==> config.mk <==
export PLATFORM = sky130hd
export DESIGN_NAME = binary_frame_collector
export DESIGN_NICKNAME = d
export VERILOG_FILES = /design/src/design/bfc_pkg.sv /design/src/design/bfc_ram.sv /design/src/design/bfc_fifo.sv /design/src/design/bfc_front.sv /design/src/design/bfc_back.sv /design/src/design/binary_frame_collector.sv
export SDC_FILE = /design/constraint.sdc
export NUM_CORES = 2
export LEC_CHECK = 0
export BUFFER_PORTS_ARGS = -buffer_cell sky130_fd_sc_hd__buf_2
export CORE_ASPECT_RATIO = 1.5
export CORE_MARGIN = 2
export CORE_UTILIZATION = 48
export CTS_BUF_LIST = sky130_fd_sc_hd__clkbuf_16
export CTS_CLUSTER_DIAMETER = 120
export DETAILED_ROUTE_END_ITERATION = 6
export PLACE_DENSITY_LB_ADDON = 0.3
export SYNTH_ARGS = -nofsm -noshare
export SYNTH_HDL_FRONTEND = slang
export SYNTH_HIERARCHICAL = 1
export SYNTH_SLANG_ARGS = --single-unit
==> constraint.sdc <==
create_clock -name clk -period 4.25 [get_ports clk]
set_input_delay 0.85 -clock clk [delete_from_list [all_inputs] [get_ports clk]]
set_output_delay 0.85 -clock clk [all_outputs]
set_load 0.01 [all_outputs]
==> src/design/bfc_pkg.sv <==
// ----------------------------------------------------------------------------
// bfc_pkg
// Shared codes and types of the binary frame collector: sync bytes, op and
// status codes, parser phases and the records passed from front to back.
// ----------------------------------------------------------------------------
package bfc_pkg;

	localparam logic [7:0] SYNC_FIRST  = 8'hB5;
	localparam logic [7:0] SYNC_SECOND = 8'h62;

	localparam logic [1:0] OP_RECV = 2'd0;
	localparam logic [1:0] OP_DROP = 2'd1;
	localparam logic [1:0] OP_READ = 2'd2;

	localparam logic [2:0] ST_OK        = 3'd0;
	localparam logic [2:0] ST_LEN_OVF   = 3'd1;
	localparam logic [2:0] ST_BAD_SUM   = 3'd2;
	localparam logic [2:0] ST_BUSY_HELD = 3'd3;
	localparam logic [2:0] ST_DROP_IDLE = 3'd4;

	localparam logic [3:0] PH_SYNC1   = 4'd0;
	localparam logic [3:0] PH_SYNC2   = 4'd1;
	localparam logic [3:0] PH_CLASS   = 4'd2;
	localparam logic [3:0] PH_ID      = 4'd3;
	localparam logic [3:0] PH_LEN_LO  = 4'd4;
	localparam logic [3:0] PH_LEN_HI  = 4'd5;
	localparam logic [3:0] PH_PAYLOAD = 4'd6;
	localparam logic [3:0] PH_CHECK_A = 4'd7;
	localparam logic [3:0] PH_CHECK_B = 4'd8;
	localparam logic [3:0] PH_HELD    = 4'd9;

	typedef struct packed {
		logic       msg_ready;
		logic [7:0] msg_class;
		logic [7:0] msg_id;
		logic [7:0] payload_len;
		logic [2:0] status;
	} res_t;

	typedef struct packed {
		logic wr;
		logic rd;
	} mem_op_t;

endpackage

==> src/design/bfc_ram.sv <==
// ----------------------------------------------------------------------------
// bfc_ram
// Generic single-write, single-read RAM with registered read data. The read
// register holds its value while no read is issued.
// ----------------------------------------------------------------------------
module bfc_ram #(
	parameter int WIDTH = 8,
	parameter int DEPTH = 256,
	localparam int AW = $clog2(DEPTH)
) (
	input  logic             clk,
	input  logic             we,
	input  logic [AW-1:0]    waddr,
	input  logic [WIDTH-1:0] wdata,
	input  logic             re,
	input  logic [AW-1:0]    raddr,
	output logic [WIDTH-1:0] rdata
);

	logic [WIDTH-1:0] mem [DEPTH];

	always_ff @(posedge clk) begin
		if (we) begin
			mem[waddr] <= wdata;
		end
		if (re) begin
			rdata <= mem[raddr];
		end
	end

endmodule

==> src/design/bfc_fifo.sv <==
// ----------------------------------------------------------------------------
// bfc_fifo
// Four-entry queue between the parser front and the buffer back end.
// ----------------------------------------------------------------------------
module bfc_fifo #(
	parameter int WIDTH = 32
) (
	input  logic             clk,
	input  logic             arst_n,
	input  logic             push,
	input  logic [WIDTH-1:0] din,
	output logic             full,
	input  logic             pop,
	output logic [WIDTH-1:0] dout,
	output logic             empty
);

	localparam int DEPTH = 4;
	localparam int PW = $clog2(DEPTH);

	logic [WIDTH-1:0] entry_q [DEPTH];
	logic [PW-1:0]    wr_ptr_q;
	logic [PW-1:0]    rd_ptr_q;
	logic [PW:0]      count_q;

	assign full  = (count_q == (PW+1)'(DEPTH));
	assign empty = (count_q == '0);
	assign dout  = entry_q[rd_ptr_q];

	always_ff @(posedge clk) begin
		if (push) begin
			entry_q[wr_ptr_q] <= din;
		end
	end

	always_ff @(posedge clk or negedge arst_n) begin
		if (!arst_n) begin
			wr_ptr_q <= '0;
			rd_ptr_q <= '0;
			count_q  <= '0;
		end else begin
			if (push) begin
				wr_ptr_q <= wr_ptr_q + PW'(1);
			end
			if (pop) begin
				rd_ptr_q <= rd_ptr_q + PW'(1);
			end
			if (push && !pop) begin
				count_q <= count_q + (PW+1)'(1);
			end else if (pop && !push) begin
				count_q <= count_q - (PW+1)'(1);
			end
		end
	end

endmodule

==> src/design/bfc_front.sv <==
// ----------------------------------------------------------------------------
// bfc_front
// Frame parser: takes one beat a cycle while the queue is not full, tracks
// sync, header, payload and check bytes, keeps the Fletcher sums and emits a
// result plus a buffer write or read command into the queue.
// ----------------------------------------------------------------------------
module bfc_front #(
	parameter int FRAME_BUF_BYTES = 256,
	localparam int AW = $clog2(FRAME_BUF_BYTES)
) (
	input  logic              clk,
	input  logic              arst_n,
	input  logic              in_valid,
	output logic              in_ready,
	input  logic [1:0]        op,
	input  logic [7:0]        rx_byte,
	input  logic [7:0]        read_index,
	input  logic              full,
	output logic              push,
	output bfc_pkg::res_t     res,
	output bfc_pkg::mem_op_t  mop,
	output logic [AW-1:0]     addr,
	output logic [7:0]        wdata
);
	import bfc_pkg::*;

	localparam int MaxLen = FRAME_BUF_BYTES - 8;

	logic [3:0]    phase_q, phase_n;
	logic [AW-1:0] wptr_q, wptr_n;
	logic [AW-1:0] rem_q, rem_n;
	logic [AW-1:0] len_q, len_n;
	logic [7:0]    len_lo_q, len_lo_n;
	logic [7:0]    class_q, class_n;
	logic [7:0]    id_q, id_n;
	logic [7:0]    sum_a_q, sum_a_n;
	logic [7:0]    sum_b_q, sum_b_n;
	logic [7:0]    fcb_q, fcb_n;
	logic [7:0]    sa_add;
	logic [7:0]    sb_add;
	logic [15:0]   len_full;
	logic          too_long;
	logic          restart;
	logic          store;
	logic          accept;

	assign in_ready = !full;
	assign accept   = in_valid && in_ready;
	assign push     = accept;
	assign wdata    = rx_byte;

	assign sa_add   = sum_a_q + rx_byte;
	assign sb_add   = sum_b_q + sa_add;
	assign len_full = {rx_byte, len_lo_q};
	assign too_long = 32'(len_full) > MaxLen;

	always_comb begin
		phase_n  = phase_q;
		wptr_n   = wptr_q;
		rem_n    = rem_q;
		len_n    = len_q;
		len_lo_n = len_lo_q;
		class_n  = class_q;
		id_n     = id_q;
		sum_a_n  = sum_a_q;
		sum_b_n  = sum_b_q;
		fcb_n    = fcb_q;
		restart  = 1'b0;
		store    = 1'b0;
		res      = '0;
		mop      = '0;
		addr     = wptr_q;

		case (op)
			OP_RECV: begin
				case (phase_q)
					PH_SYNC1: begin
						if (rx_byte == SYNC_FIRST) begin
							store   = 1'b1;
							phase_n = PH_SYNC2;
						end else begin
							restart = 1'b1;
						end
					end
					PH_SYNC2: begin
						if (rx_byte == SYNC_SECOND) begin
							store   = 1'b1;
							phase_n = PH_CLASS;
						end else begin
							restart = 1'b1;
						end
					end
					PH_CLASS: begin
						store   = 1'b1;
						sum_a_n = sa_add;
						sum_b_n = sb_add;
						class_n = rx_byte;
						phase_n = PH_ID;
					end
					PH_ID: begin
						store   = 1'b1;
						sum_a_n = sa_add;
						sum_b_n = sb_add;
						id_n    = rx_byte;
						phase_n = PH_LEN_LO;
					end
					PH_LEN_LO: begin
						store    = 1'b1;
						sum_a_n  = sa_add;
						sum_b_n  = sb_add;
						len_lo_n = rx_byte;
						phase_n  = PH_LEN_HI;
					end
					PH_LEN_HI: begin
						store   = 1'b1;
						sum_a_n = sa_add;
						sum_b_n = sb_add;
						if (too_long) begin
							res.status = ST_LEN_OVF;
							restart    = 1'b1;
						end else begin
							len_n   = AW'(len_full);
							rem_n   = AW'(len_full);
							phase_n = (len_full != '0) ? PH_PAYLOAD : PH_CHECK_A;
						end
					end
					PH_PAYLOAD: begin
						store   = 1'b1;
						sum_a_n = sa_add;
						sum_b_n = sb_add;
						rem_n   = rem_q - AW'(1);
						if (rem_q == AW'(1)) begin
							phase_n = PH_CHECK_A;
						end
					end
					PH_CHECK_A: begin
						store   = 1'b1;
						fcb_n   = rx_byte;
						phase_n = PH_CHECK_B;
					end
					PH_CHECK_B: begin
						store = 1'b1;
						if (fcb_q == sum_a_q && rx_byte == sum_b_q) begin
							res.msg_ready   = 1'b1;
							res.msg_class   = class_q;
							res.msg_id      = id_q;
							res.payload_len = 8'(len_q);
							phase_n         = PH_HELD;
						end else begin
							res.status = ST_BAD_SUM;
							restart    = 1'b1;
						end
					end
					default: begin
						res.status = ST_BUSY_HELD;
					end
				endcase
			end
			OP_DROP: begin
				if (phase_q == PH_HELD) begin
					restart = 1'b1;
				end else begin
					res.status = ST_DROP_IDLE;
				end
			end
			OP_READ: begin
				addr   = AW'(read_index);
				mop.rd = (32'(read_index) < FRAME_BUF_BYTES);
			end
			default: begin
			end
		endcase

		if (store) begin
			mop.wr = 1'b1;
			wptr_n = wptr_q + AW'(1);
		end
		if (restart) begin
			phase_n = PH_SYNC1;
			wptr_n  = '0;
			rem_n   = '0;
			len_n   = '0;
			sum_a_n = '0;
			sum_b_n = '0;
			fcb_n   = '0;
		end
	end

	always_ff @(posedge clk or negedge arst_n) begin
		if (!arst_n) begin
			phase_q  <= PH_SYNC1;
			wptr_q   <= '0;
			rem_q    <= '0;
			len_q    <= '0;
			len_lo_q <= '0;
			class_q  <= '0;
			id_q     <= '0;
			sum_a_q  <= '0;
			sum_b_q  <= '0;
			fcb_q    <= '0;
		end else if (accept) begin
			phase_q  <= phase_n;
			wptr_q   <= wptr_n;
			rem_q    <= rem_n;
			len_q    <= len_n;
			len_lo_q <= len_lo_n;
			class_q  <= class_n;
			id_q     <= id_n;
			sum_a_q  <= sum_a_n;
			sum_b_q  <= sum_b_n;
			fcb_q    <= fcb_n;
		end
	end

	a_hunt_ptr_zero: assert property (@(posedge clk) disable iff (!arst_n)
		(phase_q == PH_SYNC1) |-> (wptr_q == '0))
		else $error("write pointer not zero while hunting first sync byte");

	a_sync2_ptr_one: assert property (@(posedge clk) disable iff (!arst_n)
		(phase_q == PH_SYNC2) |-> (wptr_q == AW'(1)))
		else $error("write pointer not one after first sync byte");

	a_drop_restarts: assert property (@(posedge clk) disable iff (!arst_n)
		(accept && op == OP_DROP && phase_q == PH_HELD) |=> (phase_q == PH_SYNC1))
		else $error("drop of held frame did not restart the hunt");

	a_ready_goes_held: assert property (@(posedge clk) disable iff (!arst_n)
		(accept && res.msg_ready) |=> (phase_q == PH_HELD))
		else $error("completed frame not held");

endmodule

==> src/design/bfc_back.sv <==
// ----------------------------------------------------------------------------
// bfc_back
// Buffer back end: pops queued commands, writes or reads the frame buffer
// and presents the result beat. The RAM read register together with the
// result register forms the output stage.
// ----------------------------------------------------------------------------
module bfc_back #(
	parameter int FRAME_BUF_BYTES = 256,
	localparam int AW = $clog2(FRAME_BUF_BYTES)
) (
	input  logic              clk,
	input  logic              arst_n,
	input  logic              empty,
	output logic              pop,
	input  bfc_pkg::res_t     res_h,
	input  bfc_pkg::mem_op_t  mop_h,
	input  logic [AW-1:0]     addr_h,
	input  logic [7:0]        wdata_h,
	output logic              out_valid,
	input  logic              out_ready,
	output logic [31:0]       out_data,
	output logic [3:0]        out_user
);
	import bfc_pkg::*;

	logic       valid_s1;
	res_t       res_s1;
	logic       rd_s1;
	logic [7:0] ram_q;
	logic [7:0] read_data;

	assign pop = !empty && (!valid_s1 || out_ready);

	bfc_ram #(
		.WIDTH (8),
		.DEPTH (FRAME_BUF_BYTES)
	) u_buf (
		.clk   (clk),
		.we    (pop && mop_h.wr),
		.waddr (addr_h),
		.wdata (wdata_h),
		.re    (pop && mop_h.rd),
		.raddr (addr_h),
		.rdata (ram_q)
	);

	always_ff @(posedge clk or negedge arst_n) begin
		if (!arst_n) begin
			valid_s1 <= 1'b0;
		end else if (pop) begin
			valid_s1 <= 1'b1;
		end else if (out_ready) begin
			valid_s1 <= 1'b0;
		end
	end

	always_ff @(posedge clk) begin
		if (pop) begin
			res_s1 <= res_h;
			rd_s1  <= mop_h.rd;
		end
	end

	// out-of-range reads and non-read ops return zero
	assign read_data = rd_s1 ? ram_q : 8'd0;

	assign out_valid = valid_s1;
	assign out_data  = {read_data, res_s1.payload_len, res_s1.msg_id, res_s1.msg_class};
	assign out_user  = {res_s1.status, res_s1.msg_ready};

endmodule

==> src/design/binary_frame_collector.sv <==
// ----------------------------------------------------------------------------
// binary_frame_collector
// Collects a byte stream into sync/class/id/length/payload/checksum frames,
// stores every frame byte in a buffer, reports good frames and reads back
// stored bytes.
//
//   channel  | dir | tdata (low bit up)                          | tuser
//   s_axis   | in  | rx_byte, read_index                         | op
//   m_axis   | out | msg_class, msg_id, payload_len, read_data   | msg_ready, status
//
// One beat a cycle in and out while the queue has room and m_axis takes
// results; each input beat yields exactly one result beat. An accepted beat is
// written into a queue entry; the back end pops it into the buffer RAM access,
// with its registered read, and into the result register that drives valid.
// A four-beat queue decouples the parser from the buffer back end, so input
// keeps flowing while m_axis stalls until the queue fills.
// arst_n clears parser state, queue and output valid; buffer content is
// undefined until written.
// ----------------------------------------------------------------------------
module binary_frame_collector #(
	parameter int FRAME_BUF_BYTES = 256
) (
	input  logic        clk,
	input  logic        arst_n,
	input  logic        s_axis_tvalid,
	output logic        s_axis_tready,
	input  logic [15:0] s_axis_tdata,   // rx_byte[7:0], read_index[15:8]
	input  logic [1:0]  s_axis_tuser,   // op[1:0]
	output logic        m_axis_tvalid,
	input  logic        m_axis_tready,
	output logic [31:0] m_axis_tdata,   // msg_class, msg_id, payload_len, read_data
	output logic [3:0]  m_axis_tuser    // msg_ready[0], status[3:1]
);
	import bfc_pkg::*;

	localparam int AW = $clog2(FRAME_BUF_BYTES);
	localparam int QW = AW + 8 + $bits(mem_op_t) + $bits(res_t);

	logic          push;
	logic          pop;
	logic          full;
	logic          empty;
	res_t          res_f;
	mem_op_t       mop_f;
	logic [AW-1:0] addr_f;
	logic [7:0]    wdata_f;
	logic [QW-1:0] q_din;
	logic [QW-1:0] q_dout;
	res_t          res_h;
	mem_op_t       mop_h;
	logic [AW-1:0] addr_h;
	logic [7:0]    wdata_h;

	bfc_front #(
		.FRAME_BUF_BYTES (FRAME_BUF_BYTES)
	) u_front (
		.clk        (clk),
		.arst_n     (arst_n),
		.in_valid   (s_axis_tvalid),
		.in_ready   (s_axis_tready),
		.op         (s_axis_tuser),
		.rx_byte    (s_axis_tdata[7:0]),
		.read_index (s_axis_tdata[15:8]),
		.full       (full),
		.push       (push),
		.res        (res_f),
		.mop        (mop_f),
		.addr       (addr_f),
		.wdata      (wdata_f)
	);

	assign q_din = {addr_f, wdata_f, mop_f, res_f};

	bfc_fifo #(
		.WIDTH (QW)
	) u_queue (
		.clk    (clk),
		.arst_n (arst_n),
		.push   (push),
		.din    (q_din),
		.full   (full),
		.pop    (pop),
		.dout   (q_dout),
		.empty  (empty)
	);

	assign {addr_h, wdata_h, mop_h, res_h} = q_dout;

	bfc_back #(
		.FRAME_BUF_BYTES (FRAME_BUF_BYTES)
	) u_back (
		.clk       (clk),
		.arst_n    (arst_n),
		.empty     (empty),
		.pop       (pop),
		.res_h     (res_h),
		.mop_h     (mop_h),
		.addr_h    (addr_h),
		.wdata_h   (wdata_h),
		.out_valid (m_axis_tvalid),
		.out_ready (m_axis_tready),
		.out_data  (m_axis_tdata),
		.out_user  (m_axis_tuser)
	);

endmodule
* Word-level counts from Yosys, hierarchy flattened
Memory sizes are Yosys's and may differ from the RTL's. A register that Yosys moved wholly into a read port is not among the register bits.
Index checks and enable logic that the tools add are counted.
** Storage, ports and cells
- Flip-flop bits (word level) :: 113
- Bits in latches :: 0
- Bits in writable memories :: 2232
- Bits in read-only memories :: 0
- Output and inout bits :: 38
- Memories kept :: 2
** Memory list
- u_back.u_buf.mem :: words 256, bits a word 8, read ports 1, clocked after memory_dff 1, wr ports 1, RTL line bfc_ram.sv:20 : logic [WIDTH-1:0] mem [DEPTH];
- u_queue.entry_q :: words 4, bits a word 46, read ports 1, clocked after memory_dff 0, wr ports 1, RTL line bfc_fifo.sv:21 : logic [WIDTH-1:0] entry_q [DEPTH];
** Cells by class
- Add/subtract/negate cells :: 8
- $mul :: 0
- Divide/modulo/power cells :: 0
- $lt $le $gt $ge :: 1
- Equality and inequality tests :: 23
- Shifts and indexed selects :: 0
- Muxes and demuxes :: 58
- Bitwise operators :: 0
- Reductions and logical operators :: 38
** Operators by type and width (number)
- 8-bit 2-to-1 mux :: 19
- 25-bit 2-to-1 mux :: 3
- 4-bit one-hot mux with 9 select lines :: 1
- 4-bit 2-to-1 mux :: 7
- 1-bit 2-to-1 mux :: 18
- 8-bit adder :: 2
- 4-bit by 3-bit == test with 1-bit output, second input constant :: 4
- 8-bit == test :: 2
- 16-bit by 8-bit greater-than comparator with 1-bit output, second input constant :: 1
- 8-bit one-hot mux with 2 select lines :: 1
- 16-bit nonzero test :: 1
- 3-bit AND reduction :: 5
- 2-bit nonzero test :: 7
- 7-bit OR reduction :: 2
- 3-bit by 1-bit inequality test with 1-bit output, second input constant :: 4
- 10-bit nonzero test :: 1
- 3-bit 2-to-1 mux :: 3
- 3-bit one-hot mux with 3 select lines :: 1
- 8-bit by 1-bit adder with 8-bit output, second input constant :: 1
- 4-bit by 2-bit == test with 1-bit output, second input constant :: 2
- 4-bit == test, second input constant :: 2
- 8-bit by 1-bit == test with 1-bit output, second input constant :: 1
- 8-bit by 7-bit == test with 1-bit output, second input constant :: 1
- 8-bit == test, second input constant :: 1
- 26 further kinds :: 38

* Depth between registers and ports, before layout
- Depth after elaboration :: 7
- Mapped depth :: 14

* Hierarchy
The synthesis kept the hierarchy.
** By module, submodules not included
- bfc_ram :: instances 1, cells each 3733, area each 79636.4 µm², sequential area each 61739.2 µm²
- bfc_fifo :: instances 1, cells each 274, area each 7024.2 µm², sequential area each 5700.5 µm²
- bfc_front :: instances 1, cells each 480, area each 4619.4 µm², sequential area each 1901.8 µm²
- bfc_back :: instances 1, cells each 43, area each 984.7 µm², sequential area each 895.9 µm²

* Least setup slack after synthesis
No wires, ideal clock.
- Path type :: input to register
- Start point :: in m_axis_tready
- End point :: reg u_queue.count_q[1]
- Arrival :: 3.322 ns
- Data required time :: 4.125 ns
- Path slack :: 0.803 ns
- Stages :: 7
- Buffers on the path :: 0
- Cell sequence :: nor2b_4 -> nor2_1 -> inv_1 -> ha_1 -> inv_1 -> fa_1 -> mux2_2
** Between the ends
- Cells in the longest elaborated chain, start to end :: 5
** Ends and longest elaborated chain
- from (decl) :: RTL line binary_frame_collector.sv:30 : input logic m_axis_tready,
- 1-bit logical OR * :: RTL line bfc_back.sv:32 : assign pop = !empty && (!valid_s1 || out_ready);
- 1-bit logical AND * :: RTL line bfc_back.sv:32
- net pop :: RTL line binary_frame_collector.sv:40 : logic pop;
- 1-bit logical NOT :: RTL line bfc_fifo.sv:48 : if (push && !pop) begin
- 1-bit logical AND :: RTL line bfc_fifo.sv:48
- 3-bit 2-to-1 mux or 2-bit nonzero test (tied branches)
- to (signal assigned) :: RTL line bfc_fifo.sv:49 : count_q <= count_q + (PW+1)'(1);
- to (signal assigned) :: RTL line bfc_fifo.sv:51 : count_q <= count_q - (PW+1)'(1);
- to (decl) :: RTL line bfc_fifo.sv:24 : logic [PW:0] count_q;
The timed path passes the listed nets; every way through them passes the cells marked *.
A chain may end at the register's enable or synchronous reset.

* Final worst setup path
- Start point :: reg u_queue.rd_ptr_q[0]
- End point :: reg u_back.u_buf.rdata[5], read port of u_back.u_buf.mem, data pin
** RTL lines
- from (decl) :: RTL line bfc_fifo.sv:23 : logic [PW-1:0] rd_ptr_q;
- from (signal assigned) :: RTL line bfc_fifo.sv:46 : rd_ptr_q <= rd_ptr_q + PW'(1);
- memory read 4 x 46 bit
- net q_dout[40] :: RTL line binary_frame_collector.sv:48 : logic [QW-1:0] q_dout;
- to (decl) :: RTL line bfc_ram.sv:17 : output logic [WIDTH-1:0] rdata
The timed path passes the listed nets, and every way through them passes these cells.

==> impl_summary.txt <==
----------------------------------------------------
[Run status]
  Outcome ... completed

[Placement]
  Detailed placement HPWL ... 150 mm
  IO buf count ... 59
  Final weighted congestion of routability-driven global placement ... around 0.91
  Area post-placement ... roughly 0.098 mm2
  Worst Setup Slack post-DPL ... -0.317 ns
  Number of cells in the design after placement ... 7288

[Die]
  Starting Density ... 48.2%
  DIE WIDTH ... ~360 um
  Number of core rows ... ~200
  Height of the die ... 541 um
  Top-Level Pins ... 60
  Placeable core region ... 0.192 mm2
  Full die area ... 0.196 mm2

[Global route]
  Overflow after GRT ... 0
  Pin count of the biggest net entering global routing ... 172
  Number of antenna violations at the first check in global routing ... 7
  Via count of the first global-routing pass ... approximately 48000
  All-layer global routing usage ... 23.2%
  Global-route wire length before repair ... 332 mm

[Pwr]
  Net switching power ... 27.8 mW
  Share of power burned in the clock network ... 23.2%
  Switching power share of the total ... 34.8%
  Fraction of power consumed by sequential logic ... 39.0%
  Internal power ... 52.1 mW
  Ratio of total power to cell area ... 762 mW/mm2
  Leak Pwr ... 34.1 nW
  Total design power ... 79.9 mW
  Peak supply drop ... 0.650 mV
  Logic pwr share ... 37.8%

[Critical path]
  Critical Path Start ... u_queue/rd_ptr_q[0]$_DFFE_PN0P_
  Delay of the slowest cell on the worst path ... 0.88 ns
  Destination of the critical timing path ... u_back/u_buf/rdata[5]$_DFFE_PP_
  Path depth of the worst reg2reg path ... 8
  Reg2reg end ... u_back/u_buf/rdata[5]$_DFFE_PP_
  Arrival time of the worst setup path ... between 4 and 5 ns
  FF-to-FF Start ... u_queue/rd_ptr_q[0]$_DFFE_PN0P_
  CP max FO ... 12
  Levels on crit path ... 8
  Setup slack on the worst flop-to-flop path ... ~0.066 ns
  Critical Path End Type ... flip-flop
  Startpoint kind of the worst setup timing path ... flip-flop
  Required @ worst endpoint ... 4.80 ns
  CP Class ... flip-flop to flip-flop
  Standard cell with the maximum stage delay on the critical path ... mux4_4
  CP Cell Sequence ... mux4_4 > nand2_1 > buf_4 > o221ai_1 > o22ai_1 > o32ai_1 > nor3_1 > nor4_1
  Family of cells with the greatest summed delay on the critical path ... simple AND/OR/NAND/NOR gates
  Sum of buffers and inverters on the critical path ... 1

[Timing]
  Post-Route Skew ... 0.0468 ns
  Highest achievable clock rate ... 239 MHz
  Worst Slack Setup Final ... 0.0656 ns
  Unrepaired setup endpoints after global routing ... no
  Final Cycle Share ... 98.5%
  Slew headroom ... 27.6%
  Tightest Pin Transition ... 1.09 ns
  Fin. max-slew vios ... 0
  Setup TNS Final ... 0 ns
  Min Tclk post-route ... around 4.2 ns
  Post-route worst hold slack ... around 0.17 ns
  Total setup violations reported at the end of the flow ... 0
  Final Hold Fails ... 0

[Clocking]
  Clk slew on worst S/H paths ... roughly 0.070 ns
  CTS Buf Count ... around 210
  CTS Root Cell ... clkbuf_16
  Clock latency reported for the late side of the worst-skew pair ... 0.85 ns
  Number of buffers inserted for hold repair after clock tree synthesis ... 0
  Number of buffers on the longest clock path ... 4
  CTS tree ... yes
  CTS Sinks ... 2353
  H-Tree Level Count ... 4

[Finish]
  Post-route cell area ... 0.105 mm2
  Fin util ... between 50% and 60%
  Largest Register ... u_back/u_buf/mem
  Max FFs per register ... 2048
  Layout net count ... 5056
  Proportion of layout cells with a drive suffix above 1 ... 27.3%
  Area added between synthesis and finish ... 13.7%
  Post-layout instance count excluding filler cells ... 7661

[Run]
  Max capacitance violation total ... 0

[Synthesis]
  Post-synthesis cell type count ... 77
  Share of the synthesized area in the top cell type ... 73.8%
  Cell type contributing the most total cell area after synthesis ... edfxtp_1
  Most frequent cell after synthesis ... edfxtp_1
  Average cell area after synthesis ... between 20 and 25 um2
  Most instantiated cells after synthesis ... 2269 x edfxtp_1, 500 x mux4_2, 309 x nor2_1
  Async set-reset flop share out of synthesis ... 3.57%
  Dominant synthesized flop cell ... edfxtp_1
  Number of enable-type register cells in the synthesized netlist ... 2269
  Number of instances in the synthesized netlist ... ~4500
  Sequential share of the synthesized area ... 76.1%
  Yosys reg bits ... 2353
  Cell Area, Synth ... between 0.09 and 0.1 mm2
  Yosys Warn Count ... 6
  Post-synthesis net count ... approximately 4600
  Leading post-synthesis cells by cell area ... edfxtp_1 74%, mux4_2 12%, dfrtp_1 2.3%

[Detailed routing]
  Total via count after detailed routing ... 46774
  Number of nets still failing antenna checks after routing ... 0
  Router iterations before antenna repair ... 6
  Residual DRC ... 0
  Post-DR wirelength/cell ... 29.7 um
  WL final ... about 230 mm
  Detailed router's first-iteration violation count ... around 5100
  Vias per cell ... about 6

[Worst hold path]
  Hold crit path type ... primary input to asynchronous set/reset pin

----------------------------------------------------
worst reg2reg max path, cell delays in order, from the launching register on:
cell      delay [ns]
dfrtp_4         0.50
mux4_4          0.89
nand2_1         0.55
buf_4           0.28
o221ai_1        0.24
o22ai_1         0.43
o32ai_1         0.20
nor3_1          0.69
nor4_1          0.13
worst min-delay path by stage:
stage	from	endpoint	slack (ns)
6_report	arst_n	u_front/len_lo_q[4]$_DFFE_PN0P_	0.17
4_1_cts	arst_n	u_front/len_lo_q[4]$_DFFE_PN0P_	0.17
2_1_floorplan	u_queue/count_q[2]$_DFFE_PN0P_	u_queue/count_q[2]$_DFFE_PN0P_	0.46
3_3_place_gp	u_front/id_q[5]$_DFFE_PN0P_	u_front/id_q[5]$_DFFE_PN0P_	0.48
5_1_grt	arst_n	u_front/wptr_q[3]$_DFFE_PN0P_	0.24
3_5_place_dp	u_front/id_q[6]$_DFFE_PN0P_	u_front/id_q[6]$_DFFE_PN0P_	0.49
cells by family after synthesis:
kind of cell / share of synthesized area, %
mux: 14.1
buf+inv: 1.90
flops: 76.1
xor+xnor: 0.427
simple gates: 3.41
compound gates: 3.65
fa+ha+maj: 0.363
metal layers:
metal  routed length [um]  vias to the layer above  global-route usage (%)
met2               118000                     2023                    40.6
met5                   80                        -                   0.149
met1                82500                    24639                    28.7
met4                11700                        8                    10.6
li1                     -                    19617                       -
met3                15100                      487                    3.38
final cells by class:
type / count / area (um2)
Fill cell: 14226 / 86600
Sequential cell: 2353 / 70200
Multi-Input combinational cell: 1884 / 20400
Clock buffer: 206 / 5150
Timing Repair Buffer: 546 / 4410
Tap cell: 2487 / 3110
Clock inverter: 165 / 1440
Inverter: 18 / 67.6
Antenna cell: 2 / 5.00
layout by cell type (no fill, tap or decap), types with 6 or more instances in the layout:
cell type,n
edfxtp_1,2269
mux4_2,488
buf_4,451
nor2_1,305
clkbuf_16,206
mux2i_1,134
a22oi_1,133
a21oi_1,106
nand2_1,93
dfrtp_1,82
buf_2,58
inv_1,55
o221ai_1,46
clkinv_1,45
nand3_1,42
and2_1,41
o21ai_0,39
clkinv_2,38
buf_12,36
mux2_2,34
nor2b_1,33
nor3_1,32
o22ai_1,31
xnor2_1,31
a22o_1,27
bufinv_16,24
nor4_1,24
ha_1,22
nand4_1,20
a211oi_1,18
nand2b_1,16
xor2_1,14
a221oi_1,13
o211ai_1,12
mux4_4,12
nor4_2,10
and3_1,7
or2_2,6
o22a_1,6
power by group through the flow:
stage / clock network [mW] / registers, mW / logic (mW)
detailed placement: 0 / 31.6 / 30.2
floorplan: 0 / 31.9 / 18.4
finish: 18.5 / 31.2 / 30.2
CTS: 18.8 / 31.2 / 30.3
global placement: 0 / 31.6 / 29.8
global route: 19.6 / 31.3 / 31.7
timing repair:
item	CTS	global route
endpoints found under the hold margin	0	0
gates cloned	0	0
setup endpoints to repair	3	4
pin swaps	0	0
resized for setup	5	4
buffers inserted	0	0
No activity file was read; power rests on OpenSTA's default activity.
